==> config.mk <==
export PLATFORM = sky130hd
export DESIGN_NAME = ac_line_period_qualifier_unit_flat
export DESIGN_NICKNAME = d
export VERILOG_FILES = /design/src/sv/alpq_pkg.sv /design/src/sv/alpq_if.sv /design/src/sv/alpq_cfg_regs.sv /design/src/sv/alpq_step.sv /design/src/sv/ac_line_period_qualifier_unit.sv /design/src/flat_wrapper.sv
export SDC_FILE = /design/constraint.sdc
export NUM_CORES = 1
export LEC_CHECK = 0
export ABC_AREA = 0
export ABC_CLOCK_PERIOD_IN_PS = 10820
export BUFFER_PORTS_ARGS = -buffer_cell sky130_fd_sc_hd__buf_2
export CAP_MARGIN = 20
export CORE_MARGIN = 2
export CORE_UTILIZATION = 40
export CTS_CLUSTER_DIAMETER = 120
export DETAILED_ROUTE_END_ITERATION = 7
export GPL_TIMING_DRIVEN = 0
export SLEW_MARGIN = 20
export SYNTH_ARGS = -nofsm -noshare
export SYNTH_HDL_FRONTEND = slang
export SYNTH_SLANG_ARGS = --single-unit
export TNS_END_PERCENT = 30
==> constraint.sdc <==
create_clock -name clk_i -period 10.82 [get_ports clk_i]
set_clock_uncertainty 0.05 [all_clocks]
set_input_delay 0.541 -clock clk_i [delete_from_list [all_inputs] [get_ports clk_i]]
set_output_delay 0.541 -clock clk_i [all_outputs]
set_load 0.01 [all_outputs]
==> src/sv/alpq_pkg.sv <==
// ----------------------------------------------------------------------------
// AC line period qualifier package
// Shared types and constants: register indexes, reset values and the
// configuration and state records.
// ----------------------------------------------------------------------------
`default_nettype none

package alpq_pkg;

  localparam int unsigned PeriodW  = 16;
  localparam int unsigned CountW   = 8;
  localparam int unsigned CfgIdxW  = 4;
  localparam int unsigned CfgDataW = 16;

  // Reset values of the configuration registers.
  localparam logic [PeriodW-1:0] UpperLimitRst  = 16'd22222;
  localparam logic [PeriodW-1:0] LowerLimitRst  = 16'd15384;
  localparam logic [PeriodW-1:0] ToleranceRst   = 16'd30;
  localparam logic [CountW-1:0]  RunStartRst    = 8'd12;
  localparam logic [CountW-1:0]  RiseAcceptRst  = 8'd17;
  localparam logic [CountW-1:0]  FallAcceptRst  = 8'd70;
  localparam logic [CountW-1:0]  StartupRst     = 8'd70;
  localparam logic [CountW-1:0]  MissingRst     = 8'd5;

  // Accepted period after reset.
  localparam logic [PeriodW-1:0] HeldPeriodRst  = 16'd20000;

  typedef enum logic [CfgIdxW-1:0] {
    REG_UPPER_LIMIT = 4'd0,
    REG_LOWER_LIMIT = 4'd1,
    REG_TOLERANCE   = 4'd2,
    REG_RUN_START   = 4'd3,
    REG_RISE_ACCEPT = 4'd4,
    REG_FALL_ACCEPT = 4'd5,
    REG_STARTUP     = 4'd6,
    REG_MISSING     = 4'd7
  } cfg_reg_e;

  typedef struct packed {
    logic [PeriodW-1:0] upper_limit;
    logic [PeriodW-1:0] lower_limit;
    logic [PeriodW-1:0] tolerance;
    logic [CountW-1:0]  run_start;
    logic [CountW-1:0]  rise_accept;
    logic [CountW-1:0]  fall_accept;
    logic [CountW-1:0]  startup_samples;
    logic [CountW-1:0]  missing_limit;
  } cfg_t;

  typedef struct packed {
    logic [PeriodW-1:0] held_period;
    logic [CountW-1:0]  outlier_run;
    logic [CountW-1:0]  startup_count;
    logic [CountW-1:0]  missing_count;
    logic               range_flag;
    logic               lost_flag;
  } state_t;

endpackage

`default_nettype wire

==> src/sv/alpq_if.sv <==
// ----------------------------------------------------------------------------
// AC line period qualifier channels
// Valid/ready interfaces for check items, result items and register writes.
// ----------------------------------------------------------------------------
`default_nettype none

interface alpq_chk_if;
  logic        valid;
  logic        ready;
  logic [15:0] period_sample;
  logic        edge_seen;

  modport source (output valid, period_sample, edge_seen, input ready);
  modport sink   (input valid, period_sample, edge_seen, output ready);
endinterface

interface alpq_res_if;
  logic        valid;
  logic        ready;
  logic [15:0] accepted_period;
  logic        range_alarm;
  logic        signal_lost_alarm;

  modport source (output valid, accepted_period, range_alarm, signal_lost_alarm,
                  input ready);
  modport sink   (input valid, accepted_period, range_alarm, signal_lost_alarm,
                  output ready);
endinterface

interface alpq_cfg_if;
  logic        valid;
  logic        ready;
  logic [3:0]  index;
  logic [15:0] wdata;

  modport source (output valid, index, wdata, input ready);
  modport sink   (input valid, index, wdata, output ready);
endinterface

`default_nettype wire

==> src/sv/alpq_cfg_regs.sv <==
// ----------------------------------------------------------------------------
// AC line period qualifier register file
// Holds the eight configuration registers; writes to unknown indexes are
// dropped.
// ----------------------------------------------------------------------------
`default_nettype none

module alpq_cfg_regs (
  input  wire                              clk_i,
  input  wire                              rst_ni,
  input  wire                              wr_en_i,
  input  wire  [alpq_pkg::CfgIdxW-1:0]     wr_idx_i,
  input  wire  [alpq_pkg::CfgDataW-1:0]    wr_data_i,
  output alpq_pkg::cfg_t                   cfg_o
);
  import alpq_pkg::*;

  cfg_t cfg_q, cfg_d;

  always_comb begin
    cfg_d = cfg_q;
    if (wr_en_i) begin
      case (cfg_reg_e'(wr_idx_i))
        REG_UPPER_LIMIT: cfg_d.upper_limit     = wr_data_i;
        REG_LOWER_LIMIT: cfg_d.lower_limit     = wr_data_i;
        REG_TOLERANCE:   cfg_d.tolerance       = wr_data_i;
        REG_RUN_START:   cfg_d.run_start       = wr_data_i[CountW-1:0];
        REG_RISE_ACCEPT: cfg_d.rise_accept     = wr_data_i[CountW-1:0];
        REG_FALL_ACCEPT: cfg_d.fall_accept     = wr_data_i[CountW-1:0];
        REG_STARTUP:     cfg_d.startup_samples = wr_data_i[CountW-1:0];
        REG_MISSING:     cfg_d.missing_limit   = wr_data_i[CountW-1:0];
        default: ;
      endcase
    end
  end

  always_ff @(posedge clk_i or negedge rst_ni) begin
    if (!rst_ni) begin
      cfg_q.upper_limit     <= UpperLimitRst;
      cfg_q.lower_limit     <= LowerLimitRst;
      cfg_q.tolerance       <= ToleranceRst;
      cfg_q.run_start       <= RunStartRst;
      cfg_q.rise_accept     <= RiseAcceptRst;
      cfg_q.fall_accept     <= FallAcceptRst;
      cfg_q.startup_samples <= StartupRst;
      cfg_q.missing_limit   <= MissingRst;
    end else begin
      cfg_q <= cfg_d;
    end
  end

  assign cfg_o = cfg_q;

endmodule

`default_nettype wire

==> src/sv/alpq_step.sv <==
// ----------------------------------------------------------------------------
// AC line period qualifier update logic
// Works out the next qualifier state from the present state and one check.
// ----------------------------------------------------------------------------
`default_nettype none

module alpq_step (
  input  wire  alpq_pkg::cfg_t             cfg_i,
  input  wire  alpq_pkg::state_t           st_i,
  input  wire  [alpq_pkg::PeriodW-1:0]     sample_i,
  input  wire                              edge_i,
  output alpq_pkg::state_t                 st_o
);
  import alpq_pkg::*;

  logic               rising;
  logic [PeriodW:0]   diff_abs;
  logic               changed;
  logic [CountW-1:0]  run_up;
  logic [CountW-1:0]  run_dn;
  logic [CountW-1:0]  start_inc;
  logic [CountW-1:0]  miss_base;
  logic [CountW-1:0]  miss_inc;
  logic [PeriodW-1:0] held_new;

  always_comb begin
    rising   = sample_i > st_i.held_period;
    diff_abs = rising ? ({1'b0, sample_i} - {1'b0, st_i.held_period})
                      : ({1'b0, st_i.held_period} - {1'b0, sample_i});
    changed  = diff_abs > {1'b0, cfg_i.tolerance};

    // Run counter moves away from its neutral value in the sign of the change.
    run_up = (st_i.outlier_run < cfg_i.run_start) ? cfg_i.run_start
                                                   : st_i.outlier_run + 8'd1;
    run_dn = (st_i.outlier_run > cfg_i.run_start) ? cfg_i.run_start
                                                   : st_i.outlier_run - 8'd1;

    start_inc = (st_i.startup_count == '1) ? st_i.startup_count
                                           : st_i.startup_count + 8'd1;
    miss_base = edge_i ? '0 : st_i.missing_count;
    miss_inc  = (miss_base == '1) ? miss_base : miss_base + 8'd1;

    st_o          = st_i;
    held_new      = st_i.held_period;
    st_o.missing_count = miss_inc;

    if (sample_i != '0) begin
      st_o.startup_count = start_inc;
      if (!changed) begin
        st_o.outlier_run = cfg_i.run_start;
      end else if (rising) begin
        if (run_up > cfg_i.rise_accept) begin
          st_o.outlier_run = cfg_i.run_start;
          held_new         = sample_i;
        end else begin
          st_o.outlier_run = run_up;
        end
      end else begin
        if (run_dn < cfg_i.fall_accept) begin
          st_o.outlier_run = cfg_i.run_start;
          held_new         = sample_i;
        end else begin
          st_o.outlier_run = run_dn;
        end
      end
    end
    st_o.held_period = held_new;

    if (st_o.startup_count >= cfg_i.startup_samples) begin
      st_o.startup_count = cfg_i.startup_samples;
      st_o.range_flag    = (held_new > cfg_i.upper_limit) ||
                           (held_new < cfg_i.lower_limit);
    end

    if (miss_inc >= cfg_i.missing_limit) begin
      st_o.missing_count = cfg_i.missing_limit;
      st_o.lost_flag     = 1'b1;
    end else begin
      st_o.lost_flag     = 1'b0;
    end
  end

endmodule

`default_nettype wire

==> src/sv/ac_line_period_qualifier_unit.sv <==
// ----------------------------------------------------------------------------
// AC line period qualifier
// Qualifies measured mains periods against a held period, with asymmetric
// outlier runs, a range alarm after start-up and a signal-lost alarm.
// ----------------------------------------------------------------------------
//
//   Port    Direction  Item carried
//   ------  ---------  ----------------------------------------------------
//   chk_i   in         one check: period_sample (16 bit), edge_seen (1 bit)
//   res_o   out        one result: accepted_period, range_alarm,
//                      signal_lost_alarm
//   cfg_i   in         register write: index (4 bit), wdata (16 bit)
//
// Each check gives exactly one result. It waits in the input register, then
// passes through the update logic into the result register once that is
// empty or being emptied. The state update is a single short pass, so a check
// can be taken every cycle while results are taken. A stalled result holds in
// the result register while one further check waits in the input register;
// only then does chk_i drop ready. Reset puts the valid flags, configuration
// and qualifier state to documented values; the register port is always ready.
//
`default_nettype none

module ac_line_period_qualifier_unit (
  input  wire           clk_i,
  input  wire           rst_ni,
  alpq_chk_if.sink      chk_i,
  alpq_res_if.source    res_o,
  alpq_cfg_if.sink      cfg_i
);
  import alpq_pkg::*;

  cfg_t cfg;

  // Input register: one check waiting for the update logic.
  logic               in_valid_q, in_valid_d;
  logic [PeriodW-1:0] in_sample_q;
  logic               in_edge_q;

  // Result register and the qualifier state it reflects.
  logic   out_valid_q, out_valid_d;
  state_t st_q, st_d;

  logic advance;
  logic in_take;

  alpq_cfg_regs u_regs (
    .clk_i     (clk_i),
    .rst_ni    (rst_ni),
    .wr_en_i   (cfg_i.valid),
    .wr_idx_i  (cfg_i.index),
    .wr_data_i (cfg_i.wdata),
    .cfg_o     (cfg)
  );

  alpq_step u_step (
    .cfg_i    (cfg),
    .st_i     (st_q),
    .sample_i (in_sample_q),
    .edge_i   (in_edge_q),
    .st_o     (st_d)
  );

  assign cfg_i.ready = 1'b1;

  // The held check moves on whenever the result register is empty or is being
  // emptied in this cycle.
  assign advance     = in_valid_q && (!out_valid_q || res_o.ready);
  assign chk_i.ready = !in_valid_q || advance;
  assign in_take     = chk_i.valid && chk_i.ready;

  always_comb begin
    in_valid_d  = in_take || (in_valid_q && !advance);
    out_valid_d = advance || (out_valid_q && !res_o.ready);
  end

  always_ff @(posedge clk_i or negedge rst_ni) begin
    if (!rst_ni) begin
      in_valid_q  <= 1'b0;
      out_valid_q <= 1'b0;
      st_q.held_period   <= HeldPeriodRst;
      st_q.outlier_run   <= RunStartRst;
      st_q.startup_count <= '0;
      st_q.missing_count <= '0;
      st_q.range_flag    <= 1'b0;
      st_q.lost_flag     <= 1'b0;
    end else begin
      in_valid_q  <= in_valid_d;
      out_valid_q <= out_valid_d;
      if (advance) begin
        st_q <= st_d;
      end
    end
  end

  always_ff @(posedge clk_i) begin
    if (in_take) begin
      in_sample_q <= chk_i.period_sample;
      in_edge_q   <= chk_i.edge_seen;
    end
  end

  // The result register is the state itself: it changes only when a check
  // passes through, so a stalled result stays put.
  assign res_o.valid             = out_valid_q;
  assign res_o.accepted_period   = st_q.held_period;
  assign res_o.range_alarm       = st_q.range_flag;
  assign res_o.signal_lost_alarm = st_q.lost_flag;

endmodule

`default_nettype wire

==> src/flat_wrapper.sv <==
// flat-port wrapper written by rule: the top's interface ports become plain ports
module ac_line_period_qualifier_unit_flat import alpq_pkg::*;
  (clk_i, rst_ni, chk_i_valid, chk_i_period_sample, chk_i_edge_seen, chk_i_ready, res_o_valid, res_o_accepted_period, res_o_range_alarm, res_o_signal_lost_alarm, res_o_ready, cfg_i_valid, cfg_i_index, cfg_i_wdata, cfg_i_ready);
  alpq_chk_if chk_i_i ();
  alpq_res_if res_o_i ();
  alpq_cfg_if cfg_i_i ();
  input  wire clk_i;
  input  wire rst_ni;
  input wire logic [$bits(chk_i_i.valid)-1:0] chk_i_valid;
  input wire logic [$bits(chk_i_i.period_sample)-1:0] chk_i_period_sample;
  input wire logic [$bits(chk_i_i.edge_seen)-1:0] chk_i_edge_seen;
  output wire logic [$bits(chk_i_i.ready)-1:0] chk_i_ready;
  output wire logic [$bits(res_o_i.valid)-1:0] res_o_valid;
  output wire logic [$bits(res_o_i.accepted_period)-1:0] res_o_accepted_period;
  output wire logic [$bits(res_o_i.range_alarm)-1:0] res_o_range_alarm;
  output wire logic [$bits(res_o_i.signal_lost_alarm)-1:0] res_o_signal_lost_alarm;
  input wire logic [$bits(res_o_i.ready)-1:0] res_o_ready;
  input wire logic [$bits(cfg_i_i.valid)-1:0] cfg_i_valid;
  input wire logic [$bits(cfg_i_i.index)-1:0] cfg_i_index;
  input wire logic [$bits(cfg_i_i.wdata)-1:0] cfg_i_wdata;
  output wire logic [$bits(cfg_i_i.ready)-1:0] cfg_i_ready;
  assign chk_i_i.valid = chk_i_valid;
  assign chk_i_i.period_sample = chk_i_period_sample;
  assign chk_i_i.edge_seen = chk_i_edge_seen;
  assign chk_i_ready = chk_i_i.ready;
  assign res_o_valid = res_o_i.valid;
  assign res_o_accepted_period = res_o_i.accepted_period;
  assign res_o_range_alarm = res_o_i.range_alarm;
  assign res_o_signal_lost_alarm = res_o_i.signal_lost_alarm;
  assign res_o_i.ready = res_o_ready;
  assign cfg_i_i.valid = cfg_i_valid;
  assign cfg_i_i.index = cfg_i_index;
  assign cfg_i_i.wdata = cfg_i_wdata;
  assign cfg_i_ready = cfg_i_i.ready;
  ac_line_period_qualifier_unit u_core (.clk_i(clk_i), .rst_ni(rst_ni), .chk_i(chk_i_i), .res_o(res_o_i), .cfg_i(cfg_i_i));
endmodule
==> results of run 1 <==
-- area by class of cell --
class	count	area share
multi-input cells	816	0.499
clock buffers	23	0.0400
flip-flops and latches	149	0.322
plain buffers	59	0.0288
well taps	335	0.0350
repair buffers	62	0.0286
clock inverters	9	0.00751
inverters	124	0.0388
-- worst max-delay path: cells and delay by family (launching register included) --
kind	cells	cell delay [ns]
flip-flops	1	0.55
XOR/XNOR	1	0.26
AO/OA/AOI/OAI	14	3.34
buffers and inverters	6	1.40
adder cells (fa/ha/maj)	3	0.91
AND/OR/NAND/NOR	6	1.23
-- cells in the final DEF (no fill, tap or decap), types with 7 or more instances in the layout --
cell type / count
inv_1: 124
ha_1: 122
nand2_1: 111
dfrtp_1: 94
o21ai_0: 87
mux2_2: 66
buf_2: 65
a21oi_1: 58
nor2_1: 48
dfstp_2: 38
nand3_1: 34
a21o_1: 33
clkbuf_1: 29
xnor2_1: 25
nand4_1: 23
buf_4: 19
clkbuf_16: 18
nor2b_1: 17
edfxtp_1: 17
nor3_1: 15
mux2i_1: 15
nand2b_1: 14
o21ai_1: 14
xor2_1: 11
o21ai_2: 10
o22ai_1: 8
o221a_2: 8
and2_1: 7
a211oi_1: 7
-- per-layer routing --
layer	global-route usage	routed length [um]
met2	0.343	13200
met4	0.0684	685
met5	0	0
met1	0.265	12500
met3	0.0269	840
-- how the worst max path moves through the flow --
stage | from | end
after CTS | u_core.res_o.accepted_period[11] | u_core.res_o.range_alarm
after global placement | u_core.res_o.accepted_period[11] | u_core.res_o.range_alarm
after detailed placement | u_core.res_o.accepted_period[11] | u_core.res_o.range_alarm
final | u_core.res_o.accepted_period[11] | u_core.res_o.range_alarm
after global routing | u_core.res_o.accepted_period[8] | u_core.res_o.range_alarm
after floorplan | u_core.res_o.accepted_period[11] | u_core.res_o.range_alarm
-- power by group --
group / switching, uW / internal (uW)
clock: 247 / 338
sequential: 128 / 754
combinational: 1620 / 1170
total: 2000 / 2260
-- logic make-up after synthesis --
family	Yosys count	share of synthesized area
AOI/OAI and AO/OA	274	0.165
xor gates and xnor gates	36	0.0296
adders and majority gates	124	0.147
buffers and inverters	183	0.0761
DFF	149	0.362
muxes	81	0.0838
other	1	0.000352
and+or+nand+nor	300	0.136
-- through the flow --
| step | util | instance area [um2] | total power [uW] | setup WS [ns] |
|---|---|---|---|---|
| 2_1_floorplan | - | 10700 | 2910 | 4.54 |
| 5_1_grt | 0.459 | 12000 | 4700 | 2.30 |
| 6_report | 0.459 | 12000 | 4260 | 2.95 |
| 3_3_place_gp | 0.436 | 11400 | 3600 | 3.02 |
| 4_1_cts | 0.459 | 12000 | 4280 | 2.98 |
| 3_5_place_dp | 0.437 | 11400 | 3650 | 3.05 |
-- registers in the layout (all words and copies together), names as in the netlist --
signal	flops
u_core.res_o.valid	1
u_core.in_sample_q	16
u_core.st_q	24
u_core.in_edge_q	1
u_core.res_o.range_alarm	1
u_core.in_valid_q	1
u_core.res_o.signal_lost_alarm	1
u_core.u_regs.cfg_o	88
u_core.res_o.accepted_period	16
==> impl_metrics.json, run 1 <==
{
  "dp_hpwl_um": 20600,
  "syn-num-nets": 1314,
  "antenna_found_initial": 0,
  "gp_congestion": 0.891,
  "final_max_slew_viol_count": 0,
  "area_growth_pct": 12.5,
  "ys.flop_type": "dfrtp_1",
  "p_leak_uw": 0.00550,
  "grt_pass1_wl_um": 44900,
  "post_cts_resized": 0,
  "post-route-drc-count": 2,
  "diodes": 0,
  "port_buffers": 61,
  "max-cap-violations": 0,
  "async_flop_share": 0.886,
  "synth_top_cell_by_area": "dfrtp_1",
  "vias": 8467,
  "clockBufferDepth": 2,
  "tightest_slew_ns": 0.876,
  "netlist_instances": 1148,
  "cts.sinks": 149,
  "slowest_stage": "dfstp_2",
  "fin_cells": 1577,
  "synth_area_leaders": "dfrtp_1 (22%), ha_1 (14%), dfstp_2 (9.4%)",
  "holdBufCountCts": 0,
  "critPathLaunchType": "register",
  "gr-total-overflow": 0,
  "ios": 63,
  "drt_wl_total_um": 27200,
  "path_max_fanout": 10,
  "worst_ep_required_time_ns": 11.10,
  "clk_pin_slew_ns": 0.06,
  "ctsHtreeMaxLevel": 4,
  "worst_hold_slack_ns": 0.0579,
  "rsz0062_at_grt": "no",
  "ys_seq_area_frac": 0.362,
  "fin_tns_setup_ns": 0,
  "die_w_um": 167,
  "yosys.area.top_type_share": 0.221,
  "multi_input_comb_area_um2": 5990,
  "grt_max_degree": 77,
  "drtIter0Drc": 513,
  "setup_viol": 0,
  "netlist_top_cells_count": "inv_1 (124), ha_1 (122), nand2_1 (111)",
  "drtPass1Iterations": 7,
  "timing.final.crit_share": 0.727,
  "cp_slowest_stage_delay_ns": 0.55,
  "netlist_area_um2": 10700,
  "r2r_slack_ns": 2.95,
  "cts_tree": "yes",
  "fp-row-count": 59,
  "avgRoutedWirePerCell_um": 17.3,
  "yosys_warnings": 0,
  "avgSynthCellArea_um2": 9.28,
  "dieArea_um2": 28000,
  "synth_edf_count": 17,
  "clock_latency_ns": 0.43,
  "gr-usage-all-layers": 0.201,
  "regArea_um2": 3860,
  "outcome": "complete, but fails checks",
  "yosysMostFrequentCell": "inv_1",
  "violations": "DRC",
  "critPathCaptureType": "register",
  "hold_path.class": "primary input to async pin",
  "powerDensity_nw_per_um2": 355,
  "rr_worst_depth": 30,
  "fill_cells": 2557,
  "cts-root-buf": "clkbuf_16",
  "slew_headroom": 0.416,
  "period_needed_ns": 7.87,
  "worstPathArrival_ns": 8.15,
  "cp_common_cell": "ha_1",
  "r2r_start": "u_core.res_o.accepted_period[11]",
  "dp.cells": 1545,
  "die_y_um": 167,
  "ys_types": 66,
  "fin_nets": 1395,
  "post-cts-setup-buffers": 0,
  "peakVddDrop_v": 0.000210,
  "start_util": 0.408,
  "grt_pass1_vias": 8551,
  "ant_nets": 0,
  "rr_endpoint": "u_core.res_o.range_alarm",
  "via_per_inst": 5.37,
  "numCtsBuffers": 17,
  "hold_viol_final": 0,
  "worst-setup-path-type": "register to register",
  "drive_above_1_share": 0.204,
  "coreArea_um2": 26100,
  "max_freq_mhz": 127,
  "synth.ff_latch_count": 149
}
No activity file was read; power rests on OpenSTA's default activity.
==> run 2: changes to the inputs <==
--- a/config.mk
+++ b/config.mk
@@ -6,7 +6,7 @@
 export NUM_CORES = 1
 export LEC_CHECK = 0
 export ABC_AREA = 0
-export ABC_CLOCK_PERIOD_IN_PS = 10820
+export ABC_CLOCK_PERIOD_IN_PS = 8000
 export BUFFER_PORTS_ARGS = -buffer_cell sky130_fd_sc_hd__buf_2
 export CAP_MARGIN = 20
 export CORE_MARGIN = 2
==> constraint.sdc (replaced) <==
create_clock -name clk_i -period 8 [get_ports clk_i]
set_clock_uncertainty 0.05 [all_clocks]
set_input_delay 0.4 -clock clk_i [delete_from_list [all_inputs] [get_ports clk_i]]
set_output_delay 0.4 -clock clk_i [all_outputs]
set_load 0.01 [all_outputs]
==> impl_metrics.json, run 2 (synthesized netlist as in run 1, its figures left out) <==
{
  "final_util": 0.460,
  "drtIter0Drc": 567,
  "period_needed_ns": 7.49,
  "final_max_slew_viol_count": 0,
  "final_common_cell": "inv_1",
  "worst_hold_slack_ns": 0.0931,
  "p_sw_uw": 2730,
  "start_util": 0.408,
  "coreArea_um2": 26100,
  "numCtsBuffers": 17,
  "hold_viol_final": 0,
  "p_int_uw": 3080,
  "largest_reg_flops": 88,
  "drive_above_1_share": 0.208,
  "clockBufferDepth": 2,
  "grt_pass1_vias": 8573,
  "cts-root-buf": "clkbuf_16",
  "clk_pin_slew_ns": 0.06,
  "fp-row-count": 59,
  "die_w_um": 167,
  "grt_max_degree": 77,
  "slew_headroom": 0.424,
  "slowest_stage": "dfstp_2",
  "hold_path.class": "primary input to register",
  "violations": "DRC",
  "power_frac_seq": 0.205,
  "tightest_slew_ns": 0.864,
  "via_per_inst": 5.35,
  "place_ws_ns": 0.226,
  "area_growth_pct": 12.8,
  "max_freq_mhz": 134,
  "p_clk_frac": 0.136,
  "grt_pass1_wl_um": 44900,
  "cts.sinks": 149,
  "worstPathArrival_ns": 7.77,
  "gr-usage-all-layers": 0.201,
  "port_buffers": 61,
  "fin_nets": 1396,
  "critPathCaptureType": "register",
  "cts_tree": "yes",
  "outcome": "complete, but fails checks",
  "worst-setup-path-type": "register to register",
  "timing.final.crit_share": 0.936,
  "antenna_found_initial": 0,
  "rsz0062_at_grt": "no",
  "ant_nets": 0,
  "max-cap-violations": 0,
  "drtPass1Iterations": 7,
  "comb_power_share": 0.658,
  "ctsHtreeMaxLevel": 4,
  "vias": 8450,
  "fin_tns_setup_ns": 0,
  "dieArea_um2": 28000,
  "diodes": 0,
  "gr-total-overflow": 0,
  "cp_slowest_stage_delay_ns": 0.55,
  "post-cts-setup-buffers": 0,
  "dp_hpwl_um": 20600,
  "p_leak_uw": 0.00552,
  "setup_viol": 0,
  "path_max_fanout": 10,
  "setup_ws_ns": 0.512,
  "final_cell_mix": "inv_1 (124), ha_1 (122), nand2_1 (111), dfrtp_1 (94), o21ai_0 (87)",
  "powerDensity_nw_per_um2": 483,
  "gp_congestion": 0.891,
  "die_y_um": 167,
  "cp_common_cell": "ha_1",
  "clock_latency_ns": 0.43,
  "ios": 63,
  "drt_wl_total_um": 27300,
  "switching_share": 0.469,
  "avgRoutedWirePerCell_um": 17.3,
  "fill_cells": 2556,
  "post-route-drc-count": 2,
  "worst_ep_required_time_ns": 8.28,
  "critPathLaunchType": "register",
  "peakVddDrop_v": 0.000287
}
run 2: changes by cell type in the layout (fill, tap and decap cells not counted), moves of 2 or more:
cell and change:
a2111oi_0 -2, clkbuf_1 -2, o21ai_1 -2, o21ai_2 +2
run 2: worst max-delay path, delay by kind of cell (launching register included):
kind	cells	cell delay, ns
flops	1	0.55
xor+xnor	1	0.27
buf+inv	5	0.90
simple gates	6	1.24
compound gates	14	3.12
fa+ha+maj	3	0.87
mux	1	0.38
run 2: layer usage:
metal  track usage  vias up  wire [um]
met2         0.343      151      13300
met5             0        -          0
met4        0.0684        0        637
met1         0.264     4094      12500
li1              -     4167          -
met3        0.0269       38        819
run 2: area by class of cell:
cell class / instances / area [um2] / share of cell area
clock buffer: 23 / 479 / 0.0399
timing repair buffer: 63 / 353 / 0.0294
buffer: 59 / 348 / 0.0289
clock inverter: 9 / 90.1 / 0.00749
multi-input combinational: 816 / 6010 / 0.500
sequential: 149 / 3860 / 0.321
tap: 335 / 419 / 0.0349
inverter: 124 / 465 / 0.0387
run 2: final timing paths:
check                                                 start                        to  slack, ns  cells after the start
max reg2reg                u_core.res_o.accepted_period[11]  u_core.res_o.range_alarm       0.51                     30
min reg2reg                                  u_core.st_q[3]            u_core.st_q[3]       0.43                      2
max                        u_core.res_o.accepted_period[11]  u_core.res_o.range_alarm       0.51                     30
min in group asynchronous                            rst_ni   u_core.u_regs.cfg_o[64]       0.51                      2
max in group asynchronous                            rst_ni   u_core.u_regs.cfg_o[14]       6.62                      3
min                                         chk_i_edge_seen          u_core.in_edge_q       0.09                      1
run 2: through the flow:
stage | cells | power [uW] | area (um2)
after global placement | 1544 | 4870 | 11400
after floorplan | 1148 | 3940 | 10700
final | 1578 | 5810 | 12000
after global routing | 1578 | 6400 | 12000
after CTS | 1578 | 5790 | 12000
after detailed placement | 1545 | 4940 | 11400
run 2: timing repair:
action / CTS / global route
setup endpoints to repair: 0 / 1
resized for setup: 0 / 11
hold buffers: 1 / 0
endpoints found under the hold margin: 48 / 0
run 2: power groups by stage:
stage | clock network (uW) | logic (uW) | registers, uW
final | 792 | 3820 | 1190
after global routing | 838 | 4340 | 1220
after CTS | 811 | 3780 | 1190
after detailed placement | 0 | 3740 | 1200
after global placement | 0 | 3670 | 1200
after floorplan | 0 | 2790 | 1150
==> run 3: changes to the inputs <==
--- a/config.mk
+++ b/config.mk
@@ -14,8 +14,11 @@
 export CTS_CLUSTER_DIAMETER = 120
 export DETAILED_ROUTE_END_ITERATION = 7
 export GPL_TIMING_DRIVEN = 0
+export PLACE_DENSITY = 0.6
+export REMOVE_ABC_BUFFERS = 1
 export SLEW_MARGIN = 20
 export SYNTH_ARGS = -nofsm -noshare
 export SYNTH_HDL_FRONTEND = slang
+export SYNTH_HIERARCHICAL = 1
 export SYNTH_SLANG_ARGS = --single-unit
 export TNS_END_PERCENT = 30
==> impl_metrics.json, run 3 <==
{
  "synth-compound-area-share": 0.140,
  "coreArea_um2": 27600,
  "fill_cells": 2654,
  "netlist_top_cells_count": "inv_1 (131), ha_1 (122), mux2_2 (107)",
  "path_max_fanout": 12,
  "yosys-mux-area-fraction": 0.169,
  "netlist_area_um2": 11200,
  "ctsHtreeMaxLevel": 4,
  "antenna_found_initial": 1,
  "critPathCaptureType": "register",
  "drt_wl_total_um": 26800,
  "die_y_um": 171,
  "clk_pin_slew_ns": 0.06,
  "fin_nets": 1307,
  "ant_nets": 0,
  "cts-root-buf": "clkbuf_16",
  "async_flop_share": 0.886,
  "slew_headroom": 0.298,
  "gr-usage-all-layers": 0.187,
  "max-cap-violations": 0,
  "drtIter0Drc": 489,
  "numCtsBuffers": 17,
  "cts.sinks": 149,
  "drtPass1Iterations": 5,
  "synth_adder_area_share": 0.140,
  "avgSynthCellArea_um2": 10.2,
  "dieArea_um2": 29300,
  "netlist_instances": 1100,
  "diodes": 0,
  "grt_pass1_wl_um": 42900,
  "synth_top_family_by_area": "multiplexers",
  "setup_ws_ns": 0.347,
  "use_met2": 0.299,
  "worst_ep_required_time_ns": 8.25,
  "post-route-drc-count": 0,
  "drive_above_1_share": 0.285,
  "final_common_cell": "inv_1",
  "dpl_cell_area_um2": 11700,
  "port_buffers": 61,
  "synth_top_cell_by_area": "dfrtp_1",
  "largest_reg_flops": 88,
  "cts_tree": "yes",
  "outcome": "finished clean",
  "gp_congestion": 0.835,
  "ys.flop_type": "dfrtp_1",
  "hold_viol_final": 0,
  "grt_pass1_vias": 8053,
  "ios": 63,
  "synth_area_leaders": "dfrtp_1 (21%), ha_1 (14%), mux2_2 (11%)",
  "yosys.area.top_type_share": 0.210,
  "setup_viol": 0,
  "yosys_warnings": 6,
  "cp_common_cell": "a21oi_1",
  "worstPathArrival_ns": 7.90,
  "cp_slowest_stage_delay_ns": 0.57,
  "synth_edf_count": 17,
  "avgRoutedWirePerCell_um": 17.5,
  "ys_types": 76,
  "clock_latency_ns": 0.42,
  "die_w_um": 171,
  "area_growth_pct": 12.5,
  "start_util": 0.405,
  "fp-row-count": 61,
  "grt.busiest_layer": "met2",
  "clockBufferDepth": 2,
  "slowest_stage": "dfstp_2",
  "ys_seq_area_frac": 0.345,
  "fin_area_um2": 12600,
  "use_met3": 0.0255,
  "max_freq_mhz": 131,
  "post_synth_and_or_nand_nor_area_fraction": 0.105,
  "timing.final.crit_share": 0.957,
  "worst-setup-path-type": "register to register",
  "dp_hpwl_um": 19400,
  "synth_xor_area_frac": 0.0266,
  "critPathLaunchType": "register",
  "via_per_inst": 5.31,
  "tightest_slew_ns": 1.05,
  "yosysMostFrequentCell": "inv_1",
  "vias": 8137,
  "hold_path.class": "primary input to register",
  "gr-total-overflow": 0,
  "final_max_slew_viol_count": 0,
  "place_ws_ns": -1.25,
  "final_cell_mix": "inv_1 (131), ha_1 (119), mux2_2 (106), dfrtp_1 (94), nand2_1 (61)",
  "use_met1": 0.264,
  "period_needed_ns": 7.65,
  "grt_max_degree": 90,
  "synth.ff_latch_count": 149
}
==> run 3: final timing paths <==
path / from / endpoint / slack [ns] / cells after the start
min: chk_i_period_sample[9] / u_core/in_sample_q[9] / 0.10 / 1
min reg2reg: u_core/st_q[3] / u_core/st_q[3] / 0.46 / 1
max in group asynchronous: rst_ni / u_core/u_regs/cfg_o[35] / 6.69 / 3
min in group asynchronous: rst_ni / u_core/in_valid_q / 0.40 / 2
max reg2reg: u_core/res_o.accepted_period[10] / u_core/res_o.range_alarm / 0.35 / 31
max: u_core/res_o.accepted_period[10] / u_core/res_o.range_alarm / 0.35 / 31
==> run 3: what timing repair did <==
item | in CTS | in global routing
endpoints found under the setup margin | 1 | 1
resized for setup | 15 | 27
pin swaps | 3 | 9
setup buffers | 3 | 6
endpoints found under the hold margin | 29 | 0
hold buffers | 1 | 0
gates cloned | 1 | 0
==> run 3: cells by family (layout without fill, tap and decap cells) <==
kind of cell / count (synthesis) / in the layout
other cells: 1 / 1
xor+xnor: 34 / 34
simple gates: 214 / 215
flops: 149 / 149
buf+inv: 184 / 237
mux: 155 / 155
compound gates: 239 / 239
fa+ha+maj: 124 / 124
==> run 3: stage by stage <==
stage / setup TNS [ns] / cells / utilization / hold slack, ns
6_report: 0 / 1532 / 0.455 / 0.103
5_1_grt: -0.0312 / 1532 / 0.455 / 0.0904
4_1_cts: 0 / 1525 / 0.448 / 0.0870
3_5_place_dp: -1.25 / 1488 / 0.423 / 0.275
3_3_place_gp: -7.04 / 1486 / 0.421 / 0.434
2_1_floorplan: -0.0932 / 1047 / - / 0.0544
==> run 3: final cells by class <==
class / count / area (um2) / share of cell area
Multi-Input combinational cell: 768 / 6680 / 0.531
Clock inverter: 14 / 190 / 0.0151
Inverter: 131 / 492 / 0.0391
Timing Repair Buffer: 74 / 449 / 0.0357
Sequential cell: 149 / 3860 / 0.307
Tap cell: 378 / 473 / 0.0376
Clock buffer: 18 / 429 / 0.0341
==> run 3: worst max-delay path: cells and delay by family, from the launching register on <==
kind	cells	cell delay (ns)
buffers and inverters	3	0.45
DFF	1	0.57
muxes	3	0.84
and+or+nand+nor	5	1.63
adders and majority gates	3	0.89
xor gates and xnor gates	1	0.15
AOI/OAI and AO/OA	16	2.93
==> run 3: routing by layer <==
| layer | part of all wire | wire (um) |
|---|---|---|
| met1 | 0.50 | 13300 |
| met2 | 0.46 | 12200 |
| met3 | 0.030 | 815 |
| met4 | 0.017 | 444 |
| met5 | 0.00026 | 7 |
Power of run 3 is not shown: default switching activity piles up to over one toggle a cycle in this logic, so the estimate is an artifact.
